File: src/rtl/dlkm_pkg.sv
// Shared types, constants and LFSR step functions for the dual LFSR keystream masker.
package dlkm_pkg;

	localparam int DATA_W     = 64;
	localparam int CNT_W      = 4;
	localparam int NUM_BYTES  = 8;
	localparam int A_W        = 15;
	localparam int B_HI_W     = 64;
	localparam int B_LO_W     = 42;
	localparam int B_W        = B_HI_W + B_LO_W;
	localparam int CFG_IDX_W  = 2;
	localparam int CFG_DATA_W = 64;

	// Feedback taps: A uses a14 ^ a3, B uses b41 ^ b56 over the joined 106-bit word.
	localparam int TAP_A_HI = 14;
	localparam int TAP_A_LO = 3;
	localparam int TAP_B_LO = 41;
	localparam int TAP_B_HI = B_LO_W + 14;

	localparam logic [A_W-1:0]    SEED_A_RST    = 15'h5B5D;
	localparam logic [B_HI_W-1:0] SEED_B_HI_RST = 64'h0000_02D9_52AA_AAAA;
	localparam logic [B_LO_W-1:0] SEED_B_LO_RST = 42'h000_0036_D6AA;

	localparam logic [CNT_W-1:0] FULL_COUNT = 4'd8;

	typedef enum logic [CFG_IDX_W-1:0] {
		CFG_SEED_A      = 2'd0,
		CFG_SEED_B_HIGH = 2'd1,
		CFG_SEED_B_LOW  = 2'd2
	} cfg_idx_t;

	typedef enum logic {
		KIND_MASK   = 1'b0,
		KIND_RELOAD = 1'b1
	} kind_t;

	typedef struct packed {
		logic advance;
		logic reload;
	} ks_ctrl_t;

	typedef struct packed {
		logic [A_W-1:0] a;
		logic [B_W-1:0] b;
	} lfsr_state_t;

	function automatic logic key_bit(lfsr_state_t s);
		key_bit = s.a[TAP_A_HI] ^ s.a[TAP_A_LO] ^ s.b[TAP_B_LO] ^ s.b[TAP_B_HI];
	endfunction

	function automatic lfsr_state_t lfsr_step(lfsr_state_t s);
		lfsr_state_t r;
		r.a = {s.a[A_W-2:0], s.a[TAP_A_HI] ^ s.a[TAP_A_LO]};
		r.b = {s.b[B_W-2:0], s.b[TAP_B_LO] ^ s.b[TAP_B_HI]};
		lfsr_step = r;
	endfunction

	// Clamp counts above a full word to eight bytes.
	function automatic logic [CNT_W-1:0] sat_count(logic [CNT_W-1:0] cnt);
		sat_count = (cnt > FULL_COUNT) ? FULL_COUNT : cnt;
	endfunction

	function automatic logic [DATA_W-1:0] byte_keep(logic [CNT_W-1:0] cnt);
		logic [DATA_W-1:0] k;
		k = '0;
		for (int j = 0; j < NUM_BYTES; j++) begin
			k[8*j +: 8] = {8{CNT_W'(j) < cnt}};
		end
		byte_keep = k;
	endfunction

endpackage

File: src/rtl/dlkm_in_if.sv
// Input channel: data words and reload commands.
interface dlkm_in_if;
	logic                        valid;
	logic                        ready;
	logic                        kind;
	logic [dlkm_pkg::DATA_W-1:0] data_block;
	logic [dlkm_pkg::CNT_W-1:0]  byte_count;

	modport source (output valid, kind, data_block, byte_count, input ready);
	modport sink   (input valid, kind, data_block, byte_count, output ready);
endinterface

File: src/rtl/dlkm_out_if.sv
// Output channel: masked data words.
interface dlkm_out_if;
	logic                        valid;
	logic                        ready;
	logic [dlkm_pkg::DATA_W-1:0] masked_block;
	logic [dlkm_pkg::CNT_W-1:0]  valid_bytes;

	modport source (output valid, masked_block, valid_bytes, input ready);
	modport sink   (input valid, masked_block, valid_bytes, output ready);
endinterface

File: src/rtl/dlkm_keystream.sv
// Keystream generator: both LFSRs, advanced a whole word per cycle while ctrl.advance is set.
module dlkm_keystream #(
	parameter int BLOCK_BITS = 64
) (
	input  logic                          clk,
	input  logic                          arst_n,
	input  dlkm_pkg::ks_ctrl_t            ctrl,
	input  logic [dlkm_pkg::A_W-1:0]      seed_a,
	input  logic [dlkm_pkg::B_W-1:0]      seed_b,
	output logic [BLOCK_BITS-1:0]         keystream
);
	import dlkm_pkg::*;

	lfsr_state_t state_q;
	lfsr_state_t state_next;

	// Unrolled steps flatten into an XOR network over the state bits.
	always_comb begin
		lfsr_state_t walk;
		walk = state_q;
		for (int i = 0; i < BLOCK_BITS; i++) begin
			keystream[BLOCK_BITS-1-i] = key_bit(walk);
			walk = lfsr_step(walk);
		end
		state_next = walk;
	end

	always_ff @(posedge clk or negedge arst_n) begin
		if (!arst_n) begin
			state_q.a <= SEED_A_RST;
			state_q.b <= {SEED_B_HI_RST, SEED_B_LO_RST};
		end else if (ctrl.reload) begin
			state_q.a <= seed_a;
			state_q.b <= seed_b;
		end else if (ctrl.advance) begin
			state_q <= state_next;
		end
	end

endmodule

File: src/rtl/dual_lfsr_keystream_masker.sv
// Top level of the dual LFSR keystream masker.
//
//  channel  | dir | beat contents                         | accepted when
//  ---------+-----+---------------------------------------+------------------------
//  din      | in  | kind, data_block, byte_count          | din.valid & din.ready
//  dout     | out | masked_block, valid_bytes             | dout.valid & dout.ready
//  cfg      | in  | cfg_idx, cfg_wdata (seed registers)   | cfg_we
//
// One beat per cycle sustained while dout does not stall; a mask beat is captured in the input
// register when it is taken, then in the result register, from which dout offers it.
// The whole BLOCK_BITS-step LFSR advance is one XOR network between the state
// register and the result register.
// Reset loads seeds and LFSR state with their reset values and empties both stages.
// A reload beat passes the input register without using the result register.
// When dout stalls, hold the result and the input register; din.ready drops only then.
module dual_lfsr_keystream_masker #(
	parameter int BLOCK_BITS = 64
) (
	input  logic                              clk,
	input  logic                              arst_n,
	dlkm_in_if.sink                           din,
	dlkm_out_if.source                        dout,
	input  logic                              cfg_we,
	input  logic [dlkm_pkg::CFG_IDX_W-1:0]    cfg_idx,
	input  logic [dlkm_pkg::CFG_DATA_W-1:0]   cfg_wdata
);
	import dlkm_pkg::*;

	// Seed registers
	logic [A_W-1:0]    seed_a_q;
	logic [B_HI_W-1:0] seed_b_hi_q;
	logic [B_LO_W-1:0] seed_b_lo_q;

	// Input stage
	logic              valid_s1;
	kind_t             kind_s1;
	logic [DATA_W-1:0] data_s1;
	logic [CNT_W-1:0]  cnt_s1;

	// Result register
	logic              out_valid_q;
	logic [DATA_W-1:0] masked_q;
	logic [CNT_W-1:0]  vbytes_q;

	logic                  adv_s1;
	logic                  take_in;
	ks_ctrl_t              ks_ctrl;
	logic [BLOCK_BITS-1:0] keystream;

	// Seed writes: index beyond the list is dropped.
	always_ff @(posedge clk or negedge arst_n) begin
		if (!arst_n) begin
			seed_a_q    <= SEED_A_RST;
			seed_b_hi_q <= SEED_B_HI_RST;
			seed_b_lo_q <= SEED_B_LO_RST;
		end else if (cfg_we) begin
			case (cfg_idx_t'(cfg_idx))
				CFG_SEED_A:      seed_a_q    <= cfg_wdata[A_W-1:0];
				CFG_SEED_B_HIGH: seed_b_hi_q <= cfg_wdata[B_HI_W-1:0];
				CFG_SEED_B_LOW:  seed_b_lo_q <= cfg_wdata[B_LO_W-1:0];
				default: ;
			endcase
		end
	end

	// A reload never needs the result register; a mask beat needs it free or draining.
	assign adv_s1  = valid_s1 && ((kind_s1 == KIND_RELOAD) || !out_valid_q || dout.ready);
	assign din.ready = !valid_s1 || adv_s1;
	assign take_in = din.valid && din.ready;

	always_ff @(posedge clk or negedge arst_n) begin
		if (!arst_n) begin
			valid_s1 <= 1'b0;
		end else if (take_in) begin
			valid_s1 <= 1'b1;
		end else if (adv_s1) begin
			valid_s1 <= 1'b0;
		end
	end

	// Capture the beat; saturate the count here so the next stage stays short.
	always_ff @(posedge clk) begin
		if (take_in) begin
			kind_s1 <= kind_t'(din.kind);
			data_s1 <= din.data_block;
			cnt_s1  <= sat_count(din.byte_count);
		end
	end

	assign ks_ctrl.advance = adv_s1 && (kind_s1 == KIND_MASK);
	assign ks_ctrl.reload  = adv_s1 && (kind_s1 == KIND_RELOAD);

	dlkm_keystream #(
		.BLOCK_BITS(BLOCK_BITS)
	) u_keystream (
		.clk       (clk),
		.arst_n    (arst_n),
		.ctrl      (ks_ctrl),
		.seed_a    (seed_a_q),
		.seed_b    ({seed_b_hi_q, seed_b_lo_q}),
		.keystream (keystream)
	);

	always_ff @(posedge clk or negedge arst_n) begin
		if (!arst_n) begin
			out_valid_q <= 1'b0;
		end else if (ks_ctrl.advance) begin
			out_valid_q <= 1'b1;
		end else if (dout.ready) begin
			out_valid_q <= 1'b0;
		end
	end

	// Mask the word and zero the bytes past the count.
	always_ff @(posedge clk) begin
		if (ks_ctrl.advance) begin
			masked_q <= (data_s1 ^ DATA_W'(keystream)) & byte_keep(cnt_s1);
			vbytes_q <= cnt_s1;
		end
	end

	assign dout.valid        = out_valid_q;
	assign dout.masked_block = masked_q;
	assign dout.valid_bytes  = vbytes_q;

	a_upper_bytes_zero: assert property (@(posedge clk) disable iff (!arst_n)
		out_valid_q |-> ((masked_q & ~byte_keep(vbytes_q)) == '0))
		else $error("masked bytes beyond valid_bytes are not zero");

	a_count_saturated: assert property (@(posedge clk) disable iff (!arst_n)
		out_valid_q |-> (vbytes_q <= FULL_COUNT))
		else $error("valid_bytes above a full word");

	a_mask_gives_result: assert property (@(posedge clk) disable iff (!arst_n)
		ks_ctrl.advance |=> out_valid_q)
		else $error("mask beat left the input stage without a result");

	a_stage_holds: assert property (@(posedge clk) disable iff (!arst_n)
		(valid_s1 && !adv_s1) |=> (valid_s1 && $stable(data_s1) && $stable(kind_s1)))
		else $error("input stage overwritten while stalled");

	a_ctrl_exclusive: assert property (@(posedge clk) disable iff (!arst_n)
		!(ks_ctrl.advance && ks_ctrl.reload))
		else $error("keystream advance and reload in the same cycle");

endmodule
File: src/flat_wrapper.sv
// flat-port wrapper written by rule: the top's interface ports become plain ports
module dual_lfsr_keystream_masker_flat import dlkm_pkg::*;
#(
	parameter int BLOCK_BITS = 64
)
  (clk, arst_n, cfg_we, cfg_idx, cfg_wdata, din_valid, din_kind, din_data_block, din_byte_count, din_ready, dout_valid, dout_masked_block, dout_valid_bytes, dout_ready);
  dlkm_in_if din_i ();
  dlkm_out_if dout_i ();
  input  logic clk;
  input  logic arst_n;
  input  logic cfg_we;
  input  logic [dlkm_pkg::CFG_IDX_W-1:0] cfg_idx;
  input  logic [dlkm_pkg::CFG_DATA_W-1:0] cfg_wdata;
  input wire logic [$bits(din_i.valid)-1:0] din_valid;
  input wire logic [$bits(din_i.kind)-1:0] din_kind;
  input wire logic [$bits(din_i.data_block)-1:0] din_data_block;
  input wire logic [$bits(din_i.byte_count)-1:0] din_byte_count;
  output wire logic [$bits(din_i.ready)-1:0] din_ready;
  output wire logic [$bits(dout_i.valid)-1:0] dout_valid;
  output wire logic [$bits(dout_i.masked_block)-1:0] dout_masked_block;
  output wire logic [$bits(dout_i.valid_bytes)-1:0] dout_valid_bytes;
  input wire logic [$bits(dout_i.ready)-1:0] dout_ready;
  assign din_i.valid = din_valid;
  assign din_i.kind = din_kind;
  assign din_i.data_block = din_data_block;
  assign din_i.byte_count = din_byte_count;
  assign din_ready = din_i.ready;
  assign dout_valid = dout_i.valid;
  assign dout_masked_block = dout_i.masked_block;
  assign dout_valid_bytes = dout_i.valid_bytes;
  assign dout_i.ready = dout_ready;
  dual_lfsr_keystream_masker #(.BLOCK_BITS(BLOCK_BITS)) u_core (.clk(clk), .arst_n(arst_n), .din(din_i), .dout(dout_i), .cfg_we(cfg_we), .cfg_idx(cfg_idx), .cfg_wdata(cfg_wdata));
endmodule
File: config.mk
export PLATFORM = sky130hd
export DESIGN_NAME = dual_lfsr_keystream_masker_flat
export DESIGN_NICKNAME = d
export VERILOG_FILES = /design/src/rtl/dlkm_pkg.sv /design/src/rtl/dlkm_in_if.sv /design/src/rtl/dlkm_out_if.sv /design/src/rtl/dlkm_keystream.sv /design/src/rtl/dual_lfsr_keystream_masker.sv /design/src/flat_wrapper.sv
export SDC_FILE = /design/constraint.sdc
export NUM_CORES = 1
export LEC_CHECK = 0
export ABC_AREA = 1
export ABC_CLOCK_PERIOD_IN_PS = 7170
export BUFFER_PORTS_ARGS = -buffer_cell sky130_fd_sc_hd__buf_2
export CELL_PAD_IN_SITES_DETAIL_PLACEMENT = 2
export CELL_PAD_IN_SITES_GLOBAL_PLACEMENT = 2
export CORE_UTILIZATION = 25
export CTS_CLUSTER_SIZE = 40
export DETAILED_ROUTE_END_ITERATION = 10
export PLACE_DENSITY_LB_ADDON = 0.05
export REMOVE_ABC_BUFFERS = 1
export SYNTH_ARGS = -nofsm -noshare
export SYNTH_HDL_FRONTEND = slang
export SYNTH_HIERARCHICAL = 1
export SYNTH_SLANG_ARGS = --single-unit
File: constraint.sdc
create_clock -name clk -period 7.17 [get_ports clk]
set_input_delay 1.0755 -clock clk [delete_from_list [all_inputs] [get_ports clk]]
set_output_delay 1.0755 -clock clk [all_outputs]
set_load 0.005 [all_outputs]
==> results by group, run 1 <==
Outcome
  • Outcome: finished clean

Die
  • Die height: 236 um
  • Die area: 0.0556 mm^2
  • Die width: 236 um
  • Initial core utilization: 25.3%
  • Core Area: 0.0539 mm^2
  • # rows: 85
  • I/O Pins: 210

Drt
  • Routed Antenna Nets: 0
  • # DRC: 0
  • Vias per Instance: 4.32
  • Drt first pass iters: 4
  • Via count: 9467
  • Routed wire length per instance: 21.3 um
  • Final wirelength: 46600 um
  • Initial DRC Count: 402

Clocking
  • CTS tree: yes
  • CTS resizes: 0
  • Reg clk slew, reported paths: 0.06 ns
  • Post-cts hold buffer count: 0
  • Num CTS Buffers: 36
  • Worst-case clock buffer depth: 3
  • Total clock sinks: 283
  • Worst skew pair latency: 0.54 ns
  • Clk Tree Root Cell: clkbuf_16
  • H-tree levels: 2
  • Postcts setup bufs: 0

Critical path
  • Worst Path Arrival: 3.86 ns
  • Most frequent CP cell: nand2_2
  • Crit path capture type: register
  • Worst R2R Setup Slack: 3.60 ns
  • Critical path's top delay family: simple AND/OR/NAND/NOR gates
  • WP buf/inv: 3
  • Req. time, crit path: 7.46 ns
  • Crit path max-delay cell type: dfstp_2
  • Crit-path max cell delay: 0.57 ns
  • Crit Path Category: register to register
  • Worst Path Max Fanout: 5
  • Critical path startpoint category: register

Global route
  • Congestion Overflow GR: 0
  • Pin count of the biggest net entering global routing: 87
  • Initial antenna violation count: 0
  • Vias in the first global route: 10129
  • Total GRT Usage: 17.0%
  • First-pass GRT wire length: 69300 um

Placed design
  • Port bufs: 187
  • Placed Cells: 2125
  • GPL Wtd Cong: 0.757
  • DP Area: 0.0153 mm^2
  • Hpwl dp: 34800 um

STA
  • Final period utilization: 49.8%
  • Clock period minus worst slack: 3.57 ns
  • Tightest Pin Transition: 1.01 ns
  • RSZ-0062 raised after global routing: false
  • Max frequency: 0.280 GHz
  • Endpoints failing hold: 0
  • Max-slew violation count: 0
  • Setup Viol. Count Final: 0
  • Setup TNS: 0 ns
  • Worst Skew: 0.0159 ns
  • Slew margin rel.: 32.6%

Final layout
  • Final nets: 1607
  • Core Util, Final: 30.5%
  • Syn-to-layout area delta: 20.3%
  • N_diodes: 0
  • Filler Cell Count: 5943
  • Final Cell Area: 0.0164 mm^2
  • Cell Count, Final, Fillers Out: 2189
  • Ratio of cells with drive above 1 in the final layout: 28.5%

Logic synthesis
  • Ys Warns: 6
  • Synth Instances: 1273
  • Synthesized cell area: 0.0137 mm^2
  • Syn_area_per_cell: 10.7 um^2

Run
  • Max_cap viols: 0

Worst hold path
  • Hold/Removal Path Class: register to register
[sequential cells by signal, summed over array words and instances, names as in the netlist, 4 cells and up]
register                       cells
u_core/cnt_s1                      4
u_core/data_s1                    64
u_core/dout.masked_block          64
u_core/dout.valid_bytes            4
u_core/seed_a_q                   15
u_core/seed_b_hi_q                15
u_core/seed_b_lo_q                42
u_core/u_keystream/state_next     42
u_core/u_keystream/state_q        30
[tightest hold or removal path, stage by stage, from the launching register on]
cell and delay (ns):
dfstp_2 0.36, nand2_1 0.07, o21ai_2 0.05
[metrics by stage]
| stage | hold slack [ns] | worst slack, ns |
|---|---|---|
| 3_3_place_gp | 0.468 | 3.47 |
| 2_1_floorplan | 0.451 | 1.65 |
| 6_report | 0.480 | 3.60 |
| 5_1_grt | 0.499 | 3.26 |
| 4_1_cts | 0.483 | 3.55 |
| 3_5_place_dp | 0.474 | 3.50 |
[path summary, 6_finish.rpt]
| path | from | endpoint | cells past startpoint |
|---|---|---|---|
| min in group asynchronous | arst_n | u_core/seed_b_lo_q[28] | 1 |
| worst min-delay path | u_core/seed_b_lo_q[1] | u_core/seed_b_lo_q[1] | 2 |
| worst max-delay path | u_core/u_keystream/state_q[117] | u_core/dout.masked_block[0] | 25 |
| worst max register to register | u_core/u_keystream/state_q[117] | u_core/dout.masked_block[0] | 25 |
| max in group asynchronous | arst_n | u_core/seed_b_lo_q[35] | 2 |
| worst min register to register | u_core/seed_b_lo_q[1] | u_core/seed_b_lo_q[1] | 2 |
[routing by layer]
| metal | share of wire [%] | vias to the layer above | track usage (%) |
|---|---|---|---|
| met2 | 44 | 159 | 26.3 |
| met4 | 1.4 | 0 | 3.39 |
| met5 | 0 | - | 0 |
| met3 | 3.1 | 45 | 2.66 |
| met1 | 51 | 4761 | 25.1 |
| li1 | - | 4502 | - |
[placed cells by master, fill, tap and decap left out, types with 39 or more instances in the layout]
cell        n
buf_2     186
dfrtp_1    86
dfstp_2    60
edfxtp_1  137
inv_1     117
nand2_1   300
nand3_1    52
nor2_1     53
o21ai_0    39
o21ai_2    39
xnor2_1    92
xor2_1    116
[cell type report]
cell class,instances,area (um^2),area share (%)
flip-flops and latches,283,7840,47.7
well taps,696,871,5.30
multi-input cells,816,5070,30.9
clock buffers,48,997,6.07
clock inverters,16,133,0.807
inverters,133,503,3.06
repair buffers,197,1020,6.19
Power of run 1 is left out: the tool's default activity adds up to more than one toggle a clock period on the data nets, which glitch-free logic cannot reach.
==> run 2, diff against run 1 <==
ABC_AREA = 0   (was 1)
ABC_CLOCK_PERIOD_IN_PS = 3150   (was 7170)
clock period = 3.15 ns   (was 7.17 ns; I/O delays follow)
==> results by group, run 2 <==
Critical path
  • Worst Path Arrival: 3.24 ns
  • Crit path capture type: register
  • Crit path max-delay cell type: dfstp_2
  • Crit-path max cell delay: 0.68 ns
  • Critical path startpoint category: register
  • Req. time, crit path: 3.45 ns
  • Crit Path Category: register to register
  • Crit path cell chain: xor3_2 > xor3_2 > xnor2_4 > xor2_1 > xnor2_1 > xnor2_1 > nor2_1
  • Worst Path Max Fanout: 10

Final layout
  • Most common cell after layout, fill and taps aside: xnor2_1
  • Ratio of cells with drive above 1 in the final layout: 35.0%
  • Syn-to-layout area delta: 23.1%
  • Final nets: 1391
  • Most frequent cells in the layout: 208 x xnor2_1, 186 x buf_2, 137 x edfxtp_1
  • Cell Count, Final, Fillers Out: 1978
  • Final Cell Area: 0.0167 mm^2

Global route
  • Congestion Overflow GR: 0
  • Initial antenna violation count: 3
  • Routing usage on met3: 3.07%
  • GRT met2 Usage: 25.1%
  • Grt met1 use: 24.4%
  • Total GRT Usage: 16.6%
  • First-pass GRT wire length: 66000 um
  • Pin count of the biggest net entering global routing: 106
  • Vias in the first global route: 9247
  • Busiest layer in global routing: met2

Placed design
  • Placed Cells: 1907
  • Hpwl dp: 34300 um
  • GPL Wtd Cong: 0.760
  • Worst slack at placement: 0.188 ns
  • DP Area: 0.0155 mm^2
  • Port bufs: 187

Clocking
  • Worst-case clock buffer depth: 3
  • Worst skew pair latency: 0.55 ns
  • Post-cts hold buffer count: 1
  • Reg clk slew, reported paths: 0.06 ns
  • H-tree levels: 2
  • Num CTS Buffers: 37
  • Clk Tree Root Cell: clkbuf_16
  • CTS resizes: 0
  • Postcts setup bufs: 0
  • CTS tree: yes
  • Total clock sinks: 283

Logic synthesis
  • Synth Instances: 1035
  • Synthesized cell area: 0.0136 mm^2
  • Ys Warns: 6
  • Syn_area_per_cell: 13.1 um^2

STA
  • Max-slew violation count: 0
  • Final hold slack: 0.0999 ns
  • Worst Skew: 0.0184 ns
  • Setup Viol. Count Final: 0
  • Max frequency: 0.340 GHz
  • Endpoints failing hold: 0
  • Tightest Pin Transition: 1.02 ns
  • Final period utilization: 93.5%
  • Slew margin rel.: 32.2%
  • Clock period minus worst slack: 2.94 ns
  • RSZ-0062 raised after global routing: false
  • Setup ws final: 0.206 ns

Die
  • Die height: 235 um
  • Initial core utilization: 25.3%
  • Die area: 0.0554 mm^2
  • # rows: 85
  • Die width: 235 um
  • I/O Pins: 210
  • Core Area: 0.0538 mm^2

Drt
  • # DRC: 0
  • Drt first pass iters: 4
  • Final wirelength: 45300 um
  • Via count: 8437
  • Routed Antenna Nets: 0
  • Vias per Instance: 4.27
  • Initial DRC Count: 330
  • Routed wire length per instance: 22.9 um

Worst hold path
  • Hold/Removal Path Class: input pin to register

Run
  • Max_cap viols: 0

Outcome
  • Outcome: finished clean
==> run 2: routing by layer <==
layer  vias to the layer above  routed length [um]
met5                         -                  13
met4                         2                 879
met3                        59                1770
met2                       169               19600
met1                      4247               23100
li1                       3960                   -
==> run 2: layout make-up <==
class	instances	area, um^2
Fill cell	5644	37100
Sequential cell	283	7840
Multi-Input combinational cell	696	5480
Timing Repair Buffer	228	1290
Clock buffer	50	1050
Tap cell	696	871
Clock inverter	18	198
Inverter	5	18.8
Antenna cell	2	5.00
==> run 2: metrics by stage <==
step | util, % | TNS, ns
after floorplan | - | -662.23
after global placement | 28.8 | 0
after detailed placement | 28.8 | 0
after CTS | 31.1 | 0
after global routing | 31.1 | 0
final | 31.1 | 0
==> run 2: path summary, 6_finish.rpt <==
| kind | end | cells past startpoint | startpoint | slack (ns) |
|---|---|---|---|---|
| min in group asynchronous | u_core/seed_b_lo_q[40] | 2 | arst_n | 0.49 |
| max | u_core/dout.masked_block[11] | 7 | u_core/u_keystream/state_q[120] | 0.21 |
| min | u_core/data_s1[4] | 1 | din_data_block[4] | 0.1 |
| max in group asynchronous | u_core/seed_b_hi_q[9] | 3 | arst_n | 1.77 |
| min reg2reg | u_core/u_keystream/state_next[97] | 2 | u_core/seed_b_lo_q[33] | 0.48 |
| max reg2reg | u_core/dout.masked_block[11] | 7 | u_core/u_keystream/state_q[120] | 0.21 |
==> run 2: critical path, delay by kind of cell (launching register included) <==
family	cells	cell delay, ns
AND/OR/NAND/NOR	1	0.06
flip-flops	1	0.68
XOR/XNOR	6	1.94
Power of run 2 is left out for the same reason.
